### src/aed_pkg.sv
// shared types and constants of the archive entry deframer
// no dependencies; used by every module of the block
package aed_pkg;

   localparam int HEADER_BYTES = 48;
   localparam int HDR_CNT_W    = $clog2(HEADER_BYTES);

   // header field positions, big-endian fields
   localparam logic [HDR_CNT_W-1:0] MODE_AT   = HDR_CNT_W'(16);
   localparam logic [HDR_CNT_W-1:0] CTIME_AT  = HDR_CNT_W'(20);
   localparam logic [HDR_CNT_W-1:0] MTIME_AT  = HDR_CNT_W'(28);
   localparam logic [HDR_CNT_W-1:0] NSIZE_AT  = HDR_CNT_W'(36);
   localparam logic [HDR_CNT_W-1:0] FSIZE_AT  = HDR_CNT_W'(40);
   localparam logic [HDR_CNT_W-1:0] FSIZE_END = HDR_CNT_W'(44);
   localparam logic [HDR_CNT_W-1:0] HDR_LAST  = HDR_CNT_W'(HEADER_BYTES - 1);

   // name characters
   localparam logic [7:0] CHAR_NUL   = 8'h00;
   localparam logic [7:0] CHAR_SLASH = 8'h2F;
   localparam logic [7:0] CHAR_DOT   = 8'h2E;

   localparam logic [1:0] KIND_HEADER = 2'd0;
   localparam logic [1:0] KIND_NAME   = 2'd1;
   localparam logic [1:0] KIND_FILE   = 2'd2;

   typedef enum logic [1:0] {
      PH_HEADER = 2'd0,
      PH_NAME   = 2'd1,
      PH_FILE   = 2'd2
   } phase_type;

   // one queued byte with its character class
   typedef struct packed {
      logic [7:0] data;
      logic       is_nul;
      logic       is_slash;
      logic       is_dot;
   } entry_type;

   // queue head status seen by the back end
   typedef struct packed {
      logic valid;
   } link_type;

endpackage

### src/archive_entry_deframer.sv
// archive entry deframer, top level
// depends on aed_pkg, aed_front, aed_queue, aed_back
//
// usage:
//  - req channel: one archive byte per beat on req_data_byte, valid/ready
//  - rsp channel: one result beat per input byte, in order, tagged with its
//    part (header, name, file data), its offset in that part, the done flags
//    and the header fields as captured so far (complete at header_done)
//  - entry layout: 48-byte header, then name_length name bytes, then
//    data_length file bytes; an empty name or file part is skipped
//  - throughput: one byte per clock, sustained, with rsp_ready held high
//  - path: a byte accepted on req is written into the two-entry queue, then
//    into the result register, from which it is offered on rsp
//  - the framing loop (phase, part counter compare) advances once per popped byte
//  - receiver stall: the result register holds; the queue absorbs up to two
//    more beats, then req_ready drops until rsp drains
//  - reset: synchronous, active high; returns to the start of a header with
//    all header fields zero and both queue and result register empty
module archive_entry_deframer (
   input  logic               clock,
   input  logic               reset,
   input  logic               req_valid,
   output logic               req_ready,
   input  logic [7:0]         req_data_byte,
   output logic               rsp_valid,
   input  logic               rsp_ready,
   output logic [1:0]         rsp_part_kind,
   output logic [7:0]         rsp_byte_out,
   output logic [31:0]        rsp_part_offset,
   output logic               rsp_header_done,
   output logic               rsp_name_done,
   output logic               rsp_name_invalid,
   output logic               rsp_entry_done,
   output logic signed [31:0] rsp_entry_mode,
   output logic [63:0]        rsp_create_time,
   output logic [63:0]        rsp_modify_time,
   output logic [31:0]        rsp_name_length,
   output logic [31:0]        rsp_data_length
);

   // front end to queue
   logic               push;
   aed_pkg::entry_type push_entry;

   // queue to back end
   aed_pkg::link_type  head_link;
   aed_pkg::entry_type head_entry;
   logic               head_pop;

   // classify incoming bytes
   aed_front u_front (
      .in_valid   (req_valid),
      .in_byte    (req_data_byte),
      .push       (push),
      .push_entry (push_entry)
   );

   // decouple acceptance from framing
   aed_queue u_queue (
      .clock         (clock),
      .reset         (reset),
      .push          (push),
      .push_entry    (push_entry),
      .push_ready    (req_ready),
      .head_link_out (head_link),
      .head_pop      (head_pop),
      .head_entry    (head_entry)
   );

   // framing state and result register
   aed_back u_back (
      .clock            (clock),
      .reset            (reset),
      .head_link        (head_link),
      .head_entry       (head_entry),
      .head_pop         (head_pop),
      .out_valid        (rsp_valid),
      .out_ready        (rsp_ready),
      .out_part_kind    (rsp_part_kind),
      .out_byte         (rsp_byte_out),
      .out_part_offset  (rsp_part_offset),
      .out_header_done  (rsp_header_done),
      .out_name_done    (rsp_name_done),
      .out_name_invalid (rsp_name_invalid),
      .out_entry_done   (rsp_entry_done),
      .out_entry_mode   (rsp_entry_mode),
      .out_create_time  (rsp_create_time),
      .out_modify_time  (rsp_modify_time),
      .out_name_length  (rsp_name_length),
      .out_data_length  (rsp_data_length)
   );

endmodule

### src/aed_front.sv
// front end: classifies each accepted byte for the name check
// depends on aed_pkg
module aed_front (
   input  logic              in_valid,
   input  logic [7:0]        in_byte,
   output logic              push,
   output aed_pkg::entry_type push_entry
);

   assign push                = in_valid;
   assign push_entry.data     = in_byte;
   assign push_entry.is_nul   = (in_byte == aed_pkg::CHAR_NUL);
   assign push_entry.is_slash = (in_byte == aed_pkg::CHAR_SLASH);
   assign push_entry.is_dot   = (in_byte == aed_pkg::CHAR_DOT);

endmodule

### src/aed_queue.sv
// two-entry queue between front and back end
// depends on aed_pkg
module aed_queue (
   input  logic               clock,
   input  logic               reset,
   input  logic               push,
   input  aed_pkg::entry_type push_entry,
   output logic               push_ready,
   output aed_pkg::link_type  head_link_out,
   input  logic               head_pop,
   output aed_pkg::entry_type head_entry
);

   aed_pkg::entry_type slot_ff [2];
   logic               wr_ptr_ff, wr_ptr_in;
   logic               rd_ptr_ff, rd_ptr_in;
   logic [1:0]         count_ff, count_in;
   logic               do_push, do_pop;

   assign push_ready          = (count_ff != 2'd2);
   assign do_push             = push && push_ready;
   assign do_pop              = head_pop && (count_ff != 2'd0);
   assign head_link_out.valid = (count_ff != 2'd0);
   assign head_entry          = slot_ff[rd_ptr_ff];

   always_comb begin
      wr_ptr_in = do_push ? ~wr_ptr_ff : wr_ptr_ff;
      rd_ptr_in = do_pop ? ~rd_ptr_ff : rd_ptr_ff;
      count_in  = count_ff;
      if (do_push && !do_pop) begin
         count_in = count_ff + 2'd1;
      end else if (do_pop && !do_push) begin
         count_in = count_ff - 2'd1;
      end
   end

   always_ff @(posedge clock) begin
      if (reset) begin
         wr_ptr_ff <= 1'b0;
         rd_ptr_ff <= 1'b0;
         count_ff  <= 2'd0;
      end else begin
         wr_ptr_ff <= wr_ptr_in;
         rd_ptr_ff <= rd_ptr_in;
         count_ff  <= count_in;
      end
   end

   always_ff @(posedge clock) begin
      if (do_push) begin
         slot_ff[wr_ptr_ff] <= push_entry;
      end
   end

endmodule

### src/aed_back.sv
// back end: entry framing state, header capture, name check, result register
// depends on aed_pkg
module aed_back (
   input  logic               clock,
   input  logic               reset,
   input  aed_pkg::link_type  head_link,
   input  aed_pkg::entry_type head_entry,
   output logic               head_pop,
   output logic               out_valid,
   input  logic               out_ready,
   output logic [1:0]         out_part_kind,
   output logic [7:0]         out_byte,
   output logic [31:0]        out_part_offset,
   output logic               out_header_done,
   output logic               out_name_done,
   output logic               out_name_invalid,
   output logic               out_entry_done,
   output logic signed [31:0] out_entry_mode,
   output logic [63:0]        out_create_time,
   output logic [63:0]        out_modify_time,
   output logic [31:0]        out_name_length,
   output logic [31:0]        out_data_length
);

   localparam int CW = aed_pkg::HDR_CNT_W;

   aed_pkg::phase_type phase_ff, phase_in;
   logic [CW-1:0] header_count_ff, header_count_in;
   logic [31:0]   mode_ff, mode_in;
   logic [63:0]   ctime_ff, ctime_in;
   logic [63:0]   mtime_ff, mtime_in;
   logic [31:0]   nsize_ff, nsize_in;
   logic [31:0]   fsize_ff, fsize_in;
   logic [31:0]   part_counter_ff, part_counter_in;
   logic [1:0]    token_len_ff, token_len_in;
   logic          token_dots_ff, token_dots_in;
   logic          bad_ff, bad_in;
   logic          name_ended_ff, name_ended_in;

   logic          out_valid_ff;
   logic [1:0]    kind_ff, kind_in;
   logic [7:0]    byte_ff;
   logic [31:0]   offset_ff, offset_in;
   logic          hdone_ff, hdone_in;
   logic          ndone_ff, ndone_in;
   logic          ninv_ff, ninv_in;
   logic          edone_ff, edone_in;

   logic          pop;
   logic          name_last, file_last, hdr_last;
   logic [7:0]    b;
   logic [1:0]    tl1;
   logic          tad1, bad1;

   assign pop       = head_link.valid && (!out_valid_ff || out_ready);
   assign head_pop  = pop;
   assign b         = head_entry.data;
   assign name_last = (part_counter_ff == nsize_ff - 32'd1);
   assign file_last = (part_counter_ff == fsize_ff - 32'd1);
   assign hdr_last  = (header_count_ff >= aed_pkg::HDR_LAST);

   // next phase
   always_comb begin
      phase_in = phase_ff;
      if (pop) begin
         unique case (phase_ff)
            aed_pkg::PH_NAME: begin
               if (name_last) begin
                  phase_in = (fsize_ff != 32'd0) ? aed_pkg::PH_FILE : aed_pkg::PH_HEADER;
               end
            end
            aed_pkg::PH_FILE: begin
               if (file_last) begin
                  phase_in = aed_pkg::PH_HEADER;
               end
            end
            default: begin
               if (hdr_last) begin
                  if (nsize_ff != 32'd0) begin
                     phase_in = aed_pkg::PH_NAME;
                  end else if (fsize_ff != 32'd0) begin
                     phase_in = aed_pkg::PH_FILE;
                  end else begin
                     phase_in = aed_pkg::PH_HEADER;
                  end
               end else begin
                  phase_in = aed_pkg::PH_HEADER;
               end
            end
         endcase
      end
   end

   // token tracking for one name byte
   always_comb begin
      tl1           = token_len_ff;
      tad1          = token_dots_ff;
      bad1          = bad_ff;
      name_ended_in = name_ended_ff;
      if (!name_ended_ff) begin
         if (head_entry.is_nul || head_entry.is_slash) begin
            bad1 = bad_ff | (token_dots_ff && (token_len_ff == 2'd1 || token_len_ff == 2'd2));
            tl1  = 2'd0;
            tad1 = 1'b1;
            name_ended_in = head_entry.is_nul;
         end else begin
            tad1 = token_dots_ff & head_entry.is_dot;
            tl1  = (token_len_ff == 2'd3) ? 2'd3 : token_len_ff + 2'd1;
         end
      end
   end

   // datapath and flags
   always_comb begin
      header_count_in = header_count_ff;
      mode_in         = mode_ff;
      ctime_in        = ctime_ff;
      mtime_in        = mtime_ff;
      nsize_in        = nsize_ff;
      fsize_in        = fsize_ff;
      part_counter_in = part_counter_ff;
      token_len_in    = token_len_ff;
      token_dots_in   = token_dots_ff;
      bad_in          = bad_ff;
      kind_in         = aed_pkg::KIND_HEADER;
      offset_in       = part_counter_ff;
      hdone_in        = 1'b0;
      ndone_in        = 1'b0;
      ninv_in         = 1'b0;
      edone_in        = 1'b0;
      unique case (phase_ff)
         aed_pkg::PH_NAME: begin
            kind_in       = aed_pkg::KIND_NAME;
            token_len_in  = tl1;
            token_dots_in = tad1;
            bad_in        = bad1;
            if (name_last) begin
               bad_in          = bad1 | (tad1 && (tl1 == 2'd1 || tl1 == 2'd2));
               token_len_in    = 2'd0;
               token_dots_in   = 1'b1;
               ndone_in        = 1'b1;
               ninv_in         = bad_in;
               part_counter_in = 32'd0;
               edone_in        = (fsize_ff == 32'd0);
            end else begin
               part_counter_in = part_counter_ff + 32'd1;
            end
         end
         aed_pkg::PH_FILE: begin
            kind_in = aed_pkg::KIND_FILE;
            if (file_last) begin
               part_counter_in = 32'd0;
               edone_in        = 1'b1;
            end else begin
               part_counter_in = part_counter_ff + 32'd1;
            end
         end
         default: begin
            offset_in = {{(32-CW){1'b0}}, header_count_ff};
            if (header_count_ff >= aed_pkg::MODE_AT && header_count_ff < aed_pkg::CTIME_AT) begin
               mode_in = {mode_ff[23:0], b};
            end else if (header_count_ff >= aed_pkg::CTIME_AT &&
                         header_count_ff < aed_pkg::MTIME_AT) begin
               ctime_in = {ctime_ff[55:0], b};
            end else if (header_count_ff >= aed_pkg::MTIME_AT &&
                         header_count_ff < aed_pkg::NSIZE_AT) begin
               mtime_in = {mtime_ff[55:0], b};
            end else if (header_count_ff >= aed_pkg::NSIZE_AT &&
                         header_count_ff < aed_pkg::FSIZE_AT) begin
               nsize_in = {nsize_ff[23:0], b};
            end else if (header_count_ff >= aed_pkg::FSIZE_AT &&
                         header_count_ff < aed_pkg::FSIZE_END) begin
               fsize_in = {fsize_ff[23:0], b};
            end
            if (hdr_last) begin
               hdone_in        = 1'b1;
               header_count_in = '0;
               part_counter_in = 32'd0;
               token_len_in    = 2'd0;
               token_dots_in   = 1'b1;
               bad_in          = 1'b0;
               edone_in        = (nsize_ff == 32'd0) && (fsize_ff == 32'd0);
            end else begin
               header_count_in = header_count_ff + CW'(1);
            end
         end
      endcase
   end

   always_ff @(posedge clock) begin
      if (reset) begin
         phase_ff        <= aed_pkg::PH_HEADER;
         header_count_ff <= '0;
         mode_ff         <= '0;
         ctime_ff        <= '0;
         mtime_ff        <= '0;
         nsize_ff        <= '0;
         fsize_ff        <= '0;
         part_counter_ff <= '0;
         token_len_ff    <= 2'd0;
         token_dots_ff   <= 1'b1;
         bad_ff          <= 1'b0;
         name_ended_ff   <= 1'b0;
         out_valid_ff    <= 1'b0;
      end else begin
         if (pop) begin
            phase_ff        <= phase_in;
            header_count_ff <= header_count_in;
            mode_ff         <= mode_in;
            ctime_ff        <= ctime_in;
            mtime_ff        <= mtime_in;
            nsize_ff        <= nsize_in;
            fsize_ff        <= fsize_in;
            part_counter_ff <= part_counter_in;
            token_len_ff    <= token_len_in;
            token_dots_ff   <= token_dots_in;
            bad_ff          <= bad_in;
            // a finished header opens a fresh name
            name_ended_ff   <= ((phase_ff != aed_pkg::PH_NAME) && (phase_ff != aed_pkg::PH_FILE))
                               ? (hdr_last ? 1'b0 : name_ended_ff)
                               : ((phase_ff == aed_pkg::PH_NAME) ? name_ended_in : name_ended_ff);
         end
         if (pop) begin
            out_valid_ff <= 1'b1;
         end else if (out_ready) begin
            out_valid_ff <= 1'b0;
         end
      end
   end

   always_ff @(posedge clock) begin
      if (pop) begin
         kind_ff   <= kind_in;
         byte_ff   <= b;
         offset_ff <= offset_in;
         hdone_ff  <= hdone_in;
         ndone_ff  <= ndone_in;
         ninv_ff   <= ninv_in;
         edone_ff  <= edone_in;
      end
   end

   assign out_valid        = out_valid_ff;
   assign out_part_kind    = kind_ff;
   assign out_byte         = byte_ff;
   assign out_part_offset  = offset_ff;
   assign out_header_done  = hdone_ff;
   assign out_name_done    = ndone_ff;
   assign out_name_invalid = ninv_ff;
   assign out_entry_done   = edone_ff;
   // header registers only change on a pop, so they track the result register
   assign out_entry_mode   = mode_ff;
   assign out_create_time  = ctime_ff;
   assign out_modify_time  = mtime_ff;
   assign out_name_length  = nsize_ff;
   assign out_data_length  = fsize_ff;

endmodule

### config.mk
export PLATFORM = sky130hd
export DESIGN_NAME = archive_entry_deframer
export DESIGN_NICKNAME = d
export VERILOG_FILES = /design/src/aed_pkg.sv /design/src/archive_entry_deframer.sv /design/src/aed_front.sv /design/src/aed_queue.sv /design/src/aed_back.sv
export SDC_FILE = /design/constraint.sdc
export NUM_CORES = 1
export LEC_CHECK = 0
export ABC_AREA = 0
export BUFFER_PORTS_ARGS = -buffer_cell sky130_fd_sc_hd__clkbuf_2
export CORE_MARGIN = 4
export CORE_UTILIZATION = 56
export DETAILED_ROUTE_END_ITERATION = 6
export GPL_TIMING_DRIVEN = 0
export PLACE_DENSITY = 0.86
export SYNTH_ARGS = -nofsm -noshare
export SYNTH_HDL_FRONTEND = slang
export SYNTH_SLANG_ARGS = --single-unit
### constraint.sdc
create_clock -name clock -period 4.75 [get_ports clock]
set_input_delay 0.475 -clock clock [delete_from_list [all_inputs] [get_ports clock]]
set_output_delay 0.475 -clock clock [all_outputs]
set_load 0.01 [all_outputs]
==> metrics.txt <==
outcome=finished, final reports clean; post-synth cell types=83; switching part of the total power=26.3%; crit path capture type=register; Post-Synthesis Cell Area=16,100 um^2; Gate power share=11.8%; FMAX=216 MHz; sequential share of power=47.1%; placed cells=2,617; relative slew slack=15.1%; synth warn=0; Total GRT Usage=31.8%; I/O Pins=284; Placer Congestion=0.931; multi-input logic area=7750 um^2; Critical Path Start Type=register; average size of a mapped cell=8.23 um^2; leakage=7.22 nW; top_reg_cell synth=dfxtp_1; total gr overflow=0; clock transition at the registers of the reported paths=60 ps; DRT antenna net count=0; vias in the first global route=15.2k; fin nets=2,301; DRT iter0 DRCs=1,711; Worst R2R Setup Slack=120 ps; Yosys top cell by area=dfxtp_1; syn_nets=1,978; Layout Cells excl Fill=2,685; Gate Count Post-Synth=1,956; Via density=6.03; Initial Util=57.3%; DP HPWL=38.3 mm; Switch Pwr=1.86 mW; CTS Sinks=343; P per Cell Area=366 nW/um^2; internal power=5.19 mW; # H-tree levels=2; Sum Neg Setup Slack=0 ps; fraction of registers with async set/reset=0%; num rows=61; synthesis-to-layout area growth=19.7%; fin crit share=97.4%; Layout fillers=2,294; Pins Over Slew Limit=0; worst skew pair latency=530 ps; Final Hold Vio Count=0; via count=16.2k; Clock Path Buffers=3; first-pass GRT wire length=80.8 mm; final wirelength=52.3 mm; area of the die=31,500 um^2; hold crit path type=in -> reg; Seq/Total Area, Yosys=46.9%; minimum clock period=4630 ps; register bit total from synthesis=343; drt first pass iters=6; Die H=178 um; # setup viols final=0; die width=178 um; post-synth top area share=34.2%; critical path class=reg -> reg; Post-synth EDFFs=68; largest cells by area after synthesis=dfxtp_1 34%, edfxtp_1 13%, nand2_1 10%; flip-flop and latch area=7550 um^2; Core ar.=28,100 um^2; number of I/O port buffers=282; max-cap violation count=0; largest fanout on the critical path=10; top-count cell post-synth=nand2_1; RSZ-0062 raised after global routing=false; DR WL/cell=19.5 um; Clock power frac=41.0%; # hold bufs at CTS=0; CTS tree=built; antenna violations before repair=0; CTS Root Cell=clkbuf_16; CTS Buf Count=36; largest net degree at the start of global routing=31; clock skew=14.9 ps; WP data required=5040 ps; Crit path arrival time=4920 ps; Worst VDD drop=0.342 mV; Slew @ Worst Pin=1260 ps; DRC=0; most frequent cells after synthesis=438 x nand2_1, 275 x dfxtp_1, 229 x a21oi_1; layout cell share with drive strength beyond 1=16.8%
==> final cells by class <==
cell class / instances / share of cell area, %
diodes: 1 / 0.0130
plain buffers: 165 / 3.37
clock buffers: 53 / 5.59
clock inverters: 12 / 0.806
inverters: 42 / 0.819
multi-input cells: 1406 / 40.3
flip-flops and latches: 343 / 39.2
well taps: 378 / 2.46
repair buffers: 285 / 7.51
==> layout by cell type (no fill, tap or decap), types with 13 or more instances in the layout <==
master     synthesis  layout
xor2_1            41      41
nand3_1           46      46
and3_1            13      13
nor2_1           136     136
or4_1             13      13
a21oi_1          229     229
or3_1             24      24
nand2b_1          14      14
a31oi_1           28      28
mux2i_1           15      15
dfxtp_1          275     275
edfxtp_1          68      68
clkbuf_2           0     283
nor2b_1           20      20
inv_1             42      42
nand2_1          438     438
clkbuf_1         145     152
clkbuf_16          0      38
xnor2_1           46      46
a211oi_1          63      63
a221oi_1          14      14
nand4_1           17      17
nor4_1            29      28
nor3_1            51      51
o21ai_0           24      24
==> power groups by stage <==
stage	combinational (mW)	clock (mW)	sequential [mW]
finish	0.835	2.89	3.32
global route	0.898	3.04	3.34
CTS	0.831	2.91	3.32
detailed placement	0.830	0	3.38
global placement	0.786	0	3.39
floorplan	0.386	0	3.46
==> layer usage <==
metal / routed length (um) / track usage (%)
met5: 0 / 0
met2: 24100 / 51.9
met1: 20600 / 41.7
met3: 5280 / 6.09
met4: 2360 / 13.0
==> metrics by stage <==
step	instance area [um^2]	setup slack, ps	utilization [%]	power (mW)	hold WS [ps]
after CTS	19200	214	68.5	7.06	143
final	19300	123	68.6	7.04	151
after global placement	18000	-918	64.0	4.18	443
after floorplan	16100	776	-	3.84	447
after detailed placement	18000	253	64.1	4.21	453
after global routing	19300	64.7	68.6	7.27	150
==> cell families (layout without fill, tap and decap cells) <==
kind of cell	Yosys count	in the layout	synth area share, %
simple gates	843	843	23.9
compound gates	443	443	17.2
flops	343	343	46.9
buf+inv	207	557	5.00
xor+xnor	88	88	4.88
mux	22	22	1.42
fa+ha+maj	10	10	0.778
other cells	0	1	0
==> critical path: stages (launching register included) <==
cell and delay, ps:
dfxtp_1 310, clkbuf_1 220, or4_1 660, or3_1 330, clkbuf_1 220, or4_1 560
o21a_1 130, nor4_2 320, nand4_1 170, nor4_1 900, a32oi_1 200, o21ai_0 380
==> worst paths after layout <==
| kind | start | endpoint | cells past startpoint |
|---|---|---|---|
| worst max-delay path | u_back.out_name_length[2]$_SDFFE_PP0P_ | u_back.out_entry_done$_DFFE_PP_ | 11 |
| worst min-delay path | req_data_byte[6] | u_queue.slot_ff[0][9]$_DFFE_PP_ | 1 |
| worst max register to register | u_back.out_name_length[2]$_SDFFE_PP0P_ | u_back.out_entry_done$_DFFE_PP_ | 11 |
| worst min register to register | u_back.out_modify_time[56]$_SDFFE_PP0P_ | u_back.out_modify_time[56]$_SDFFE_PP0P_ | 2 |
==> registers in the layout (all words and copies together), names as in the netlist, named ones only <==
| signal | count |
|---|---|
| u_back.out_valid | 1 |
| u_back.part_counter_ff | 32 |
| u_back.out_part_kind | 2 |
| u_back.out_part_offset | 32 |
| u_back.out_modify_time | 64 |
| u_back.out_create_time | 64 |
| u_back.header_count_ff | 6 |
| u_back.out_entry_done | 1 |
| u_back.out_name_invalid | 1 |
| u_queue.rd_ptr_ff | 1 |
| u_back.out_entry_mode | 32 |
| u_queue.count_ff | 2 |
| u_back.bad_ff | 1 |
| u_queue.wr_ptr_ff | 1 |
| u_back.phase_ff | 2 |
| u_back.out_header_done | 1 |
| u_back.out_data_length | 32 |
| u_back.token_dots_ff | 1 |
| u_queue.slot_ff | 22 |
| u_back.out_name_done | 1 |
| u_back.token_len_ff | 2 |
| u_back.out_byte | 8 |
| u_back.name_ended_ff | 1 |
| u_back.out_name_length | 32 |
==> repair_timing <==
action	4_1_cts	5_1_grt
endpoints found under the hold margin	0	0
endpoints found under the setup margin	0	16
resized for setup	0	2
setup buffers	0	2
No activity file was read; power rests on OpenSTA's default activity.
